### src/design/nco_complex_frequency_shifter_core_defines.svh
// Assertion macros for the NCO complex frequency shifter.
// Used by the top level only; each macro expects clk and rst_n in scope.
`ifndef NCO_COMPLEX_FREQUENCY_SHIFTER_CORE_DEFINES_SVH
`define NCO_COMPLEX_FREQUENCY_SHIFTER_CORE_DEFINES_SVH

// Same-cycle implication, checked outside reset
`define NCS_ASSERT_IMP(label, ante, cons) \
    label: assert property (@(posedge clk) disable iff (!rst_n) (ante) |-> (cons)) \
        else $error("ncs assertion failed");

// Next-cycle implication, checked outside reset
`define NCS_ASSERT_NEXT(label, ante, cons) \
    label: assert property (@(posedge clk) disable iff (!rst_n) (ante) |=> (cons)) \
        else $error("ncs assertion failed");

`endif

### src/design/ncs_pkg.sv
// Shared types, constants and the rounding Q15 multiply of the frequency shifter.
// No dependencies; used by the controller, the datapath and the top level.
`timescale 1ns / 1ps
`default_nettype none

package ncs_pkg;

    // Configuration register indexes
    localparam int unsigned CFG_IDX_W = 2;
    localparam logic [CFG_IDX_W-1:0] REG_TUNING = 2'd0;
    localparam logic [CFG_IDX_W-1:0] REG_START  = 2'd1;

    // Polynomial coefficients (Q15)
    localparam logic signed [15:0] K_S1  = 16'sd18705;
    localparam logic signed [15:0] K_S3  = -16'sd21166;
    localparam logic signed [15:0] K_S5  = 16'sd2611;
    localparam logic signed [15:0] K_S7  = -16'sd152;
    localparam logic signed [15:0] K_C2  = -16'sd7656;
    localparam logic signed [15:0] K_C4  = 16'sd8311;
    localparam logic signed [15:0] K_C6  = -16'sd683;
    localparam logic signed [15:0] K_C8  = 16'sd30;
    localparam logic signed [15:0] K_ONE = 16'sd32767;

    // One multiply per step on the shared multiplier
    typedef enum logic [4:0] {
        ST_X2   = 5'd0,
        ST_T1   = 5'd1,
        ST_K3   = 5'd2,
        ST_K5   = 5'd3,
        ST_K7   = 5'd4,
        ST_X4   = 5'd5,
        ST_T3   = 5'd6,
        ST_E2   = 5'd7,
        ST_X6   = 5'd8,
        ST_T5   = 5'd9,
        ST_E8A  = 5'd10,
        ST_E4   = 5'd11,
        ST_E6   = 5'd12,
        ST_T7   = 5'd13,
        ST_E8   = 5'd14,
        ST_MI0  = 5'd15,
        ST_MI1  = 5'd16,
        ST_MQ0  = 5'd17,
        ST_MQ1  = 5'd18
    } step_t;

    localparam step_t ST_LAST = ST_MQ1;

    // Controller to datapath commands
    typedef struct packed {
        logic  load_in;
        logic  mul_en;
        step_t step;
        logic  load_out;
    } ncs_cmd_t;

    // ((a*b + 0x4000) >> 15), kept to 16 bits
    function automatic logic signed [15:0] mulr(input logic signed [15:0] a,
                                                input logic signed [15:0] b);
        logic signed [31:0] prod;
        logic [31:0]        rnd;
        prod = a * b;
        rnd  = 32'(prod) + 32'h0000_4000;
        return rnd[30:15];
    endfunction

endpackage

`default_nettype wire

### src/design/ncs_in_if.sv
// Input sample channel: valid/ready handshake with an I/Q payload.
// Standalone interface, no dependencies.
`timescale 1ns / 1ps
`default_nettype none

interface ncs_in_if;
    logic               valid;
    logic               ready;
    logic signed [15:0] in_i;
    logic signed [15:0] in_q;

    modport source (output valid, output in_i, output in_q, input ready);
    modport sink   (input valid, input in_i, input in_q, output ready);
endinterface

`default_nettype wire

### src/design/ncs_out_if.sv
// Result channel: valid/ready handshake with shifted I/Q and the updated phase.
// Standalone interface, no dependencies.
`timescale 1ns / 1ps
`default_nettype none

interface ncs_out_if;
    logic               valid;
    logic               ready;
    logic signed [15:0] out_i;
    logic signed [15:0] out_q;
    logic signed [31:0] next_phase;

    modport source (output valid, output out_i, output out_q, output next_phase,
                    input ready);
    modport sink   (input valid, input out_i, input out_q, input next_phase,
                    output ready);
endinterface

`default_nettype wire

### src/design/nco_complex_frequency_shifter_core.sv
// NCO complex frequency shifter, top level: sequencer plus datapath.
// Depends on ncs_pkg, ncs_in_if, ncs_out_if, ncs_ctrl, ncs_datapath and the defines header.
//
// Usage:
//   in_ch  (sink)   one complex Q15 sample per item: in_i, in_q.
//   out_ch (source) one result per sample: out_i, out_q (16-bit wrap) and
//                   next_phase, the accumulator after this sample.
//   cfg_we/cfg_index/cfg_data write tuning_word (index 0) or start_phase
//   (index 1); a start_phase write loads the phase accumulator. Other indexes
//   are ignored. Write only while no item is in flight.
// Timing: in_ch.ready is high only between items, so a new item is not taken
//   until the result of the last one is loaded: the 19 products of the sin/cos
//   polynomial and the mixer all go through one 16x16 rounding multiplier, one
//   product per cycle.
// Reset: both registers and the accumulator clear to zero; no item or result
//   is pending.
// Stall: the result sits in the output register until out_ch.ready; the next
//   item may be accepted meanwhile, and its result waits until the register frees.
`timescale 1ns / 1ps
`default_nettype none
`include "nco_complex_frequency_shifter_core_defines.svh"

module nco_complex_frequency_shifter_core (
    input  wire logic                              clk,
    input  wire logic                              rst_n,
    ncs_in_if.sink                                 in_ch,
    ncs_out_if.source                              out_ch,
    input  wire logic                              cfg_we,
    input  wire logic [ncs_pkg::CFG_IDX_W-1:0]     cfg_index,
    input  wire logic [31:0]                       cfg_data
);

    ncs_pkg::ncs_cmd_t cmd;
    logic              in_ready;
    logic              out_valid;

    // Sequencer
    ncs_ctrl u_ctrl (
        .clk       (clk),
        .rst_n     (rst_n),
        .in_valid  (in_ch.valid),
        .in_ready  (in_ready),
        .out_valid (out_valid),
        .out_ready (out_ch.ready),
        .cmd       (cmd)
    );

    // Arithmetic
    ncs_datapath u_datapath (
        .clk        (clk),
        .rst_n      (rst_n),
        .cmd        (cmd),
        .cfg_we     (cfg_we),
        .cfg_index  (cfg_index),
        .cfg_data   (cfg_data),
        .in_i       (in_ch.in_i),
        .in_q       (in_ch.in_q),
        .out_i      (out_ch.out_i),
        .out_q      (out_ch.out_q),
        .next_phase (out_ch.next_phase)
    );

    assign in_ch.ready  = in_ready;
    assign out_ch.valid = out_valid;

    // Checks
    `NCS_ASSERT_NEXT(a_busy_after_accept, in_ch.valid && in_ready, !in_ready && cmd.mul_en)
    `NCS_ASSERT_NEXT(a_result_after_load, cmd.load_out, out_valid)
    `NCS_ASSERT_IMP(a_no_accept_while_calc, cmd.mul_en, !in_ready && !cmd.load_out)

endmodule

`default_nettype wire

### src/design/ncs_ctrl.sv
// Sequencer for the shifter: takes an item, steps the shared multiplier, loads the result.
// Depends on ncs_pkg.
`timescale 1ns / 1ps
`default_nettype none

module ncs_ctrl (
    input  wire logic             clk,
    input  wire logic             rst_n,
    input  wire logic             in_valid,
    output logic                  in_ready,
    output logic                  out_valid,
    input  wire logic             out_ready,
    output ncs_pkg::ncs_cmd_t     cmd
);

    typedef enum logic [2:0] {
        S_IDLE = 3'b001,
        S_CALC = 3'b010,
        S_DONE = 3'b100
    } state_t;

    state_t         state_reg, state_next;
    ncs_pkg::step_t step_reg, step_next;
    logic           out_valid_reg, out_valid_next;

    // Next state and commands
    always_comb
    begin
        state_next     = state_reg;
        step_next      = step_reg;
        cmd.load_in    = 1'b0;
        cmd.mul_en     = 1'b0;
        cmd.step       = step_reg;
        cmd.load_out   = 1'b0;
        in_ready       = 1'b0;
        unique case (state_reg)
            S_IDLE:
            begin
                in_ready = 1'b1;
                if (in_valid)
                begin
                    cmd.load_in = 1'b1;
                    step_next   = ncs_pkg::ST_X2;
                    state_next  = S_CALC;
                end
            end
            S_CALC:
            begin
                cmd.mul_en = 1'b1;
                if (step_reg == ncs_pkg::ST_LAST)
                begin
                    state_next = S_DONE;
                end
                else
                begin
                    step_next = ncs_pkg::step_t'(step_reg + 5'd1);
                end
            end
            S_DONE:
            begin
                // wait until the output register is free
                if (!out_valid_reg || out_ready)
                begin
                    cmd.load_out = 1'b1;
                    state_next   = S_IDLE;
                end
            end
            default:
            begin
                state_next = S_IDLE;
            end
        endcase
    end

    // Output valid flag
    always_comb
    begin
        priority if (cmd.load_out)
            out_valid_next = 1'b1;
        else if (out_ready)
            out_valid_next = 1'b0;
        else
            out_valid_next = out_valid_reg;
    end

    assign out_valid = out_valid_reg;

    always_ff @(posedge clk or negedge rst_n)
    begin
        if (!rst_n)
        begin
            state_reg     <= S_IDLE;
            step_reg      <= ncs_pkg::ST_X2;
            out_valid_reg <= 1'b0;
        end
        else
        begin
            state_reg     <= state_next;
            step_reg      <= step_next;
            out_valid_reg <= out_valid_next;
        end
    end

endmodule

`default_nettype wire

### src/design/ncs_datapath.sv
// Datapath: phase accumulator, angle fold, shared rounding multiplier with
// sin/cos polynomial and mixer accumulators, output register. Depends on ncs_pkg.
`timescale 1ns / 1ps
`default_nettype none

module ncs_datapath (
    input  wire logic                                clk,
    input  wire logic                                rst_n,
    input  wire ncs_pkg::ncs_cmd_t                   cmd,
    input  wire logic                                cfg_we,
    input  wire logic [ncs_pkg::CFG_IDX_W-1:0]       cfg_index,
    input  wire logic [31:0]                         cfg_data,
    input  wire logic signed [15:0]                  in_i,
    input  wire logic signed [15:0]                  in_q,
    output logic signed [15:0]                       out_i,
    output logic signed [15:0]                       out_q,
    output logic signed [31:0]                       next_phase
);

    logic [31:0]        tuning_reg;
    logic [31:0]        phase_reg;
    logic signed [15:0] si_reg, sq_reg;
    logic signed [15:0] x_reg;
    logic               flip_reg;
    logic signed [15:0] x2_reg, x4_reg, x6_reg;
    logic signed [15:0] k3_reg, k5_reg, k7_reg, e8a_reg;
    logic signed [15:0] sv_reg, cv_reg;
    logic signed [15:0] oi_reg, oq_reg;
    logic signed [15:0] out_i_reg, out_q_reg;
    logic [31:0]        np_reg;

    logic               flip_next;
    logic signed [15:0] ang_raw, x_next;
    logic signed [15:0] cs;
    logic signed [15:0] opa, opb, prod;

    // Fold the top phase bits into the angle; the half-plane flip is
    // phase[31] != phase[30]
    assign flip_next = phase_reg[31] ^ phase_reg[30];
    assign ang_raw   = phase_reg[30:15];
    assign x_next    = flip_next ? 16'(16'sd0 - ang_raw) : ang_raw;

    // Cosine with the half-plane sign applied
    assign cs = flip_reg ? 16'(16'sd0 - cv_reg) : cv_reg;

    // Operand select for the shared multiplier
    always_comb
    begin
        opa = x_reg;
        opb = x_reg;
        unique case (cmd.step)
            ncs_pkg::ST_X2:  begin opa = x_reg;  opb = x_reg;          end
            ncs_pkg::ST_T1:  begin opa = x_reg;  opb = ncs_pkg::K_S1;  end
            ncs_pkg::ST_K3:  begin opa = x_reg;  opb = ncs_pkg::K_S3;  end
            ncs_pkg::ST_K5:  begin opa = x_reg;  opb = ncs_pkg::K_S5;  end
            ncs_pkg::ST_K7:  begin opa = x_reg;  opb = ncs_pkg::K_S7;  end
            ncs_pkg::ST_X4:  begin opa = x2_reg; opb = x2_reg;         end
            ncs_pkg::ST_T3:  begin opa = x2_reg; opb = k3_reg;         end
            ncs_pkg::ST_E2:  begin opa = x2_reg; opb = ncs_pkg::K_C2;  end
            ncs_pkg::ST_X6:  begin opa = x4_reg; opb = x2_reg;         end
            ncs_pkg::ST_T5:  begin opa = x4_reg; opb = k5_reg;         end
            ncs_pkg::ST_E8A: begin opa = x4_reg; opb = ncs_pkg::K_C8;  end
            ncs_pkg::ST_E4:  begin opa = x4_reg; opb = ncs_pkg::K_C4;  end
            ncs_pkg::ST_E6:  begin opa = x6_reg; opb = ncs_pkg::K_C6;  end
            ncs_pkg::ST_T7:  begin opa = x6_reg; opb = k7_reg;         end
            ncs_pkg::ST_E8:  begin opa = x4_reg; opb = e8a_reg;        end
            ncs_pkg::ST_MI0: begin opa = cs;     opb = si_reg;         end
            ncs_pkg::ST_MI1: begin opa = sv_reg; opb = sq_reg;         end
            ncs_pkg::ST_MQ0: begin opa = cs;     opb = sq_reg;         end
            ncs_pkg::ST_MQ1: begin opa = sv_reg; opb = si_reg;         end
            default:         begin opa = x_reg;  opb = x_reg;          end
        endcase
    end

    assign prod = ncs_pkg::mulr(opa, opb);

    // Configuration and phase accumulator (control state)
    always_ff @(posedge clk or negedge rst_n)
    begin
        if (!rst_n)
        begin
            tuning_reg <= 32'd0;
            phase_reg  <= 32'd0;
        end
        else
        begin
            if (cfg_we && cfg_index == ncs_pkg::REG_TUNING)
            begin
                tuning_reg <= cfg_data;
            end
            if (cfg_we && cfg_index == ncs_pkg::REG_START)
            begin
                phase_reg <= cfg_data;
            end
            else if (cmd.load_in)
            begin
                phase_reg <= phase_reg + tuning_reg;
            end
        end
    end

    // Item capture, product write-back and accumulators
    always_ff @(posedge clk)
    begin
        if (cmd.load_in)
        begin
            si_reg   <= in_i;
            sq_reg   <= in_q;
            x_reg    <= x_next;
            flip_reg <= flip_next;
            sv_reg   <= x_next;
            np_reg   <= phase_reg + tuning_reg;
        end
        if (cmd.mul_en)
        begin
            unique case (cmd.step)
                ncs_pkg::ST_X2:
                begin
                    x2_reg <= prod;
                    cv_reg <= 16'(ncs_pkg::K_ONE - prod);
                end
                ncs_pkg::ST_K3:  k3_reg  <= prod;
                ncs_pkg::ST_K5:  k5_reg  <= prod;
                ncs_pkg::ST_K7:  k7_reg  <= prod;
                ncs_pkg::ST_X4:  x4_reg  <= prod;
                ncs_pkg::ST_X6:  x6_reg  <= prod;
                ncs_pkg::ST_E8A: e8a_reg <= prod;
                ncs_pkg::ST_T1, ncs_pkg::ST_T3, ncs_pkg::ST_T5, ncs_pkg::ST_T7:
                    sv_reg <= 16'(sv_reg + prod);
                ncs_pkg::ST_E2, ncs_pkg::ST_E4, ncs_pkg::ST_E6, ncs_pkg::ST_E8:
                    cv_reg <= 16'(cv_reg + prod);
                ncs_pkg::ST_MI0: oi_reg <= prod;
                ncs_pkg::ST_MI1: oi_reg <= 16'(oi_reg - prod);
                ncs_pkg::ST_MQ0: oq_reg <= prod;
                ncs_pkg::ST_MQ1: oq_reg <= 16'(oq_reg + prod);
                default:         oi_reg <= oi_reg;
            endcase
        end
        // output register
        if (cmd.load_out)
        begin
            out_i_reg  <= oi_reg;
            out_q_reg  <= oq_reg;
        end
    end

    // phase result follows the item into the output register
    logic [31:0] np_out_reg;

    always_ff @(posedge clk)
    begin
        if (cmd.load_out)
        begin
            np_out_reg <= np_reg;
        end
    end

    assign out_i      = out_i_reg;
    assign out_q      = out_q_reg;
    assign next_phase = np_out_reg;

endmodule

`default_nettype wire

### src/flat_wrapper.sv
// flat-port wrapper written by rule: the top's interface ports become plain ports
module nco_complex_frequency_shifter_core_flat 
  (clk, rst_n, cfg_we, cfg_index, cfg_data, in_ch_valid, in_ch_in_i, in_ch_in_q, in_ch_ready, out_ch_valid, out_ch_out_i, out_ch_out_q, out_ch_next_phase, out_ch_ready);
  ncs_in_if in_ch_i ();
  ncs_out_if out_ch_i ();
  input  wire logic clk;
  input  wire logic rst_n;
  input  wire logic cfg_we;
  input  wire logic [ncs_pkg::CFG_IDX_W-1:0] cfg_index;
  input  wire logic [31:0] cfg_data;
  input wire logic [$bits(in_ch_i.valid)-1:0] in_ch_valid;
  input wire logic [$bits(in_ch_i.in_i)-1:0] in_ch_in_i;
  input wire logic [$bits(in_ch_i.in_q)-1:0] in_ch_in_q;
  output wire logic [$bits(in_ch_i.ready)-1:0] in_ch_ready;
  output wire logic [$bits(out_ch_i.valid)-1:0] out_ch_valid;
  output wire logic [$bits(out_ch_i.out_i)-1:0] out_ch_out_i;
  output wire logic [$bits(out_ch_i.out_q)-1:0] out_ch_out_q;
  output wire logic [$bits(out_ch_i.next_phase)-1:0] out_ch_next_phase;
  input wire logic [$bits(out_ch_i.ready)-1:0] out_ch_ready;
  assign in_ch_i.valid = in_ch_valid;
  assign in_ch_i.in_i = in_ch_in_i;
  assign in_ch_i.in_q = in_ch_in_q;
  assign in_ch_ready = in_ch_i.ready;
  assign out_ch_valid = out_ch_i.valid;
  assign out_ch_out_i = out_ch_i.out_i;
  assign out_ch_out_q = out_ch_i.out_q;
  assign out_ch_next_phase = out_ch_i.next_phase;
  assign out_ch_i.ready = out_ch_ready;
  nco_complex_frequency_shifter_core u_core (.clk(clk), .rst_n(rst_n), .in_ch(in_ch_i), .out_ch(out_ch_i), .cfg_we(cfg_we), .cfg_index(cfg_index), .cfg_data(cfg_data));
endmodule
### config.mk
export PLATFORM = sky130hd
export DESIGN_NAME = nco_complex_frequency_shifter_core_flat
export DESIGN_NICKNAME = d
export VERILOG_FILES = /design/src/design/ncs_pkg.sv /design/src/design/ncs_in_if.sv /design/src/design/ncs_out_if.sv /design/src/design/nco_complex_frequency_shifter_core.sv /design/src/design/ncs_ctrl.sv /design/src/design/ncs_datapath.sv /design/src/flat_wrapper.sv
export VERILOG_INCLUDE_DIRS = /design/src /design/src/design
export SDC_FILE = /design/constraint.sdc
export NUM_CORES = 1
export LEC_CHECK = 0
export ABC_AREA = 1
export BUFFER_PORTS_ARGS = -buffer_cell sky130_fd_sc_hd__buf_2
export CORE_UTILIZATION = 50
export DETAILED_ROUTE_END_ITERATION = 7
export GPL_ROUTABILITY_DRIVEN = 0
export MAX_ROUTING_LAYER = met4
export PLACE_DENSITY = 0.67
export SLEW_MARGIN = 20
export SYNTH_ARGS = -nofsm -noshare
export SYNTH_HDL_FRONTEND = slang
export SYNTH_HIERARCHICAL = 1
export SYNTH_SLANG_ARGS = --single-unit
### constraint.sdc
create_clock -name clk -period 18.3 [get_ports clk]
set_clock_uncertainty 0.05 [all_clocks]
set_input_delay 0 -clock clk [delete_from_list [all_inputs] [get_ports clk]]
set_output_delay 0 -clock clk [all_outputs]
set_load 0.02 [all_outputs]
[After elaboration in Yosys (flattened, before gate mapping)]
Cells that the tools add are included.
Storage, ports and cells
  flip-flop bits (word level): 394
  bits in latches: 0
  memory bits (writable): 0
  ROM bits: 0
  output and inout port bits: 66
  logic and storage cells: 123
  memories: 0
Cells by class
  $add $sub $neg: 10
  $mul: 1
  divide/modulo/power cells: 0
  order comparisons: 0
  eq/ne operators: 26
  shift operators: 0
  multiplexer cells: 27
  bitwise logic cells: 1
  reduce and logical (&&, ||, !) cells: 34
Operators with widths (number)
  $pmux W16 S15: 1
  $pmux W16 S2: 3
  $mux W16: 5
  $pmux W16 S5: 1
  $mux W32: 2
  $add A16 B16 Y16: 3
  $eq A5 B4 Y1 const B: 8
  $add A32 B32 Y32: 1
  $sub A1 B16 Y16 const A: 2
  $add A31 B15 Y31 const B: 1
  $mul A16 B16 Y31: 1
  $eq A5 B3 Y1 const B: 4
  $reduce_and A2 Y1: 10
  $sub A16 B16 Y16: 1
  $sub A16 B16 Y16 const A: 1
  $eq A5 B5 Y1 const B: 3
  $reduce_bool A2 Y1: 6
  $reduce_or A2 Y1: 6
  $eq A5 B2 Y1 const B: 2
  $mux W5: 2
  $pmux W5 S2: 1
  $mux W3: 3
  $pmux W3 S3: 1
  $mux W1: 8
  17 further kinds: 23

[Depth between registers and ports, before layout]
  depth after elaboration: 8
  mapped depth: 58
  gate-level depth less buffers: 57

[Modules after synthesis]
Netlist, hierarchy kept.
Modules (own cells, without submodules)
  ncs_datapath: instances 1, cells each 3092, area each 28877.7 µm²
  ncs_ctrl: instances 1, cells each 68, area each 546.8 µm²

[Worst setup path before layout]
No wires, ideal clock.
  kind: reg2reg
  from: register u_core.u_ctrl.step_reg[2]
  to: register u_core.u_datapath.oq_reg[14], data pin
  library setup time: 0.265 ns
  arrival: 9.275 ns
  data required time: 17.985 ns
  path slack: 8.709 ns
  cell stages (with the launch flop): 48
  path buffers: 3
  cell sequence: dfrtp_1 > nor2_1 > nand2_1 > nor2_2 > inv_1 > nand3_1 > nor2_2 > nand2_2 > clkbuf_1 > buf_1 > nand4_1 > o21ai_1 > clkbuf_1 > nor2_1 > fa_1 > inv_1 > fa_1 > fa_1 > [12 not listed] > ha_1 > fa_1 > inv_1 > o31ai_1 > inv_1 > o21ai_0 > and2_1 > nor2_1 > nor2_1 > nor2_1 > o21ai_0 > nand3_1 > nand2_1 > nand2_1 > nand2_1 > a21oi_1 > xor2_1 > o21ai_1
On the way
  cells in the longest elaborated chain, start to end: 7
  elaborated cells between the ends (all ways): 32
  classes of those cells: add/sub (2); mul (1); eq/ne (18); mux (3); reduce/logical (8)
Ends and longest elaborated chain
  start: declaration: line ncs_ctrl.sv:23  | ncs_pkg::step_t step_reg, step_next;
  start signal: assignment: line ncs_ctrl.sv:93  | step_reg <= ncs_pkg::ST_X2;
  start signal: assignment: line ncs_ctrl.sv:99  | step_reg <= step_next;
  $eq A5 B4 Y1, or another cell as far along: line ncs_datapath.sv:51  | unique case (cmd.step)
  $reduce_or A2 Y1 (no line), or another cell as far along
  $pmux W16 S15 / $pmux W16 S5 (equally long branches): line ncs_datapath.sv:51
  $mul A16 B16 Y31 *: line ncs_pkg.sv:62  | prod = a * b;
  $add A31 B15 Y31 *: line ncs_pkg.sv:63  | rnd = 32'(prod) + 32'h0000_4000;
  named net u_core.u_datapath.prod[0]: line ncs_datapath.sv:35  | logic signed [15:0] opa, opb, prod;
  $add A16 B16 Y16 *: line ncs_datapath.sv:135  | ncs_pkg::ST_MQ1: oq_reg <= 16'(oq_reg + prod);
  $pmux W16 S2 *: line ncs_datapath.sv:116  | unique case (cmd.step)
  end signal: assignment: line ncs_datapath.sv:134  | ncs_pkg::ST_MQ0: oq_reg <= prod;
  end signal: assignment: line ncs_datapath.sv:135
  end: declaration: line ncs_datapath.sv:28  | logic signed [15:0] oi_reg, oq_reg;
Mark *: on every way through the listed nets, which the timed path passes. The rest lies on a longest branch.
A chain may end at the register's enable or synchronous reset.

[Worst setup path after layout]
  from: register u_core.u_ctrl.step_reg[1]
  to: register u_core.u_datapath.oq_reg[14], data pin
Same word-level chain as after synthesis.

==> results.yml <==
outcome:
  status: "finished, final reports clean"
timing:
  worst_pin_slew_ns: 1.10
  max_freq_mhz: 82.9
  post-route-min-period_ns: 12.06
  postLayoutSetupSlackWorst_ns: 6.24
  post-route-period-util_pct: 65.9
  slew_headroom_pct: 26.5
  final-hold-violation-count: 0
  setup_viol: 0
  timing.hold.ws_ns: 0.0627
  tns_ns: 0
  drv_slew: 0
  rsz0062_at_grt: "no"
synth:
  synth_cell_type_count: 59
  ys_async_sr_fraction_pct: 18.5
  synth_top_area_share_pct: 31.1
  yosys_warnings: 6
  synthTopCellsByArea: "edfxtp_1, fa_1, nand2_1"
  syn_inst: 3160
  syn_area_sq_um: 29400
  syn_nets: 3665
  synth_ff_type: "edfxtp_1"
  synth-seq-cells: 394
  synth.yosys.seq_area_share_pct: 38.4
  synth_top_area_cell: "edfxtp_1"
  synth-edff-count: 305
  synth_area_per_cell_sq_um: 9.31
place:
  port_buffers: 136
  dp_cells: 4037
  place_ws_ns: 6.58
  place_hpwl_mm: 62.4
routing:
  drcViolationCount: 0
  firstDrtPassIters: 8
  drtIter0Drc: 1794
  ant_nets: 0
  routed_wl_mm: 82.4
  num_vias: 23257
  wire_per_inst_microns: 19.7
  via_per_inst: 5.56
die:
  io_pins: 137
  core_sq_um: 57900
  die_y_microns: 245
  die_area_sq_um: 59800
  row_count: 88
  die_x_microns: 245
  start_util_pct: 50.8
cts:
  clk_latency_ns: 0.60
  cts_buffers: 42
  clock-sinks: 394
  cts_buffer_depth: 3
  clkTransAtPathRegs_ns: 0.06
  cts-root-buf: "clkbuf_16"
  htreeDepth: 2
  cts_tree: "built"
worst_setup_path:
  worstSetupPathType: "reg -> reg"
  cp_max_fo: 23
  end_kind: "flip-flop"
  arrival_ns: 12.30
  cp.required_ns: 18.55
  crit_top_cell: "inv_1"
  cp_num_buf_inv: 11
  start_kind: "flip-flop"
  crit_family: "adder cells"
  crit_slowest_cell: "a21oi_1"
  slowest_delay_ns: 0.91
global_route:
  antenna_found_initial: 0
  grt_max_degree: 74
  grt_pass1_vias: 23970
  grt_pass1_wl_mm: 132
  track_usage_pct: 29.2
  overflow: 0
final_layout:
  diodes: 0
  syn2layout_area_growth_pct: 13.2
  drive_gt1_share_pct: 9.65
  fill_cells: 5014
  multiInputGateArea_sq_um: 15600
  ff_latch_area_sq_um: 11300
  fin_cells: 4184
  nNetsFinal: 3890
min_path:
  hp-class: "in -> reg"
run:
  cap_violations: 0
## worst paths after layout
path,start,slack (ns),endpoint,cells past startpoint
min in group asynchronous,rst_n,0.08,u_core/u_datapath/phase_reg[23],2
hold reg to reg,u_core/u_datapath/np_reg[6],0.37,u_core/u_datapath/next_phase[6],0
setup / recovery,u_core/u_ctrl/step_reg[1],6.24,u_core/u_datapath/oq_reg[14],48
max in group asynchronous,rst_n,17.48,u_core/u_ctrl/step_reg[4],2
hold / removal,in_ch_in_i[2],0.06,u_core/u_datapath/si_reg[2],2
setup reg to reg,u_core/u_ctrl/step_reg[1],6.24,u_core/u_datapath/oq_reg[14],48
## layout make-up
type                    count  share of cell area, %
clock inverters            18                  0.665
inverters                 600                   6.78
well taps                 765                   2.87
flip-flops and latches    394                   33.9
clock buffers              60                   3.73
repair buffers            248                   5.09
multi-input cells        2099                   46.9
## per-stage QoR
stage | cell area [sq um] | util (%)
2_1_floorplan | 29400 | -
3_3_place_gp | 31200 | 53.8
3_5_place_dp | 31200 | 53.8
4_1_cts | 33300 | 57.5
5_1_grt | 33300 | 57.5
6_report | 33300 | 57.5
## cell usage after synthesis (56+ instances only)
master and instances:
a21oi_1 136, inv_1 567, ha_1 173, edfxtp_1 305, clkbuf_1 56, xor2_1 58
nand3_1 102, nor2_1 303, nand2_1 591, fa_1 261, o21ai_0 148, dfrtp_1 72
## cells in the final DEF (no fill, tap or decap), drive strengths merged, types with 21 or more instances in the layout
cell type,Yosys,layout
xnor2,28,28
nor2,315,315
clkinv,13,23
dlygate4sd3,0,69
fa,261,261
o21ai,170,170
buf,11,179
a21oi,136,136
dfrtp,72,72
nand4,26,26
ha,173,173
inv,587,590
xor2,59,59
edfxtp,305,305
nand3,113,113
nand2,613,613
a22oi,21,21
clkbuf,56,60
## timing repair
item	CTS	global route
hold buffers	69	0
setup endpoints to repair	0	0
gates resized for setup	0	0
endpoints found under the hold margin	177	0
buffers inserted	0	0
## cells by family (layout without fill, tap and decap cells)
kind of cell | count (synthesis) | in the layout | share of synthesized area [%]
and+or+nand+nor | 1108 | 1108 | 15.7
buffers and inverters | 667 | 926 | 8.57
AOI/OAI and AO/OA | 470 | 470 | 9.53
adders and majority gates | 434 | 434 | 25.1
DFF | 394 | 394 | 38.4
xor gates and xnor gates | 87 | 87 | 2.64
## routing by layer
layer  global-route usage, %  wire, microns  share of wire, %  vias to the layer above
met3                    4.42           6530               7.9                      216
met4                    11.6           3440               4.2                        0
met5                       -              0                 0                        -
met2                    46.9          39400                48                     1023
met1                    37.1          33000                40                    11296
li1                        -              -                 -                    10722
Power is left out: the tool's default activity adds up to more than one toggle a clock period on the data nets, which glitch-free logic cannot reach.
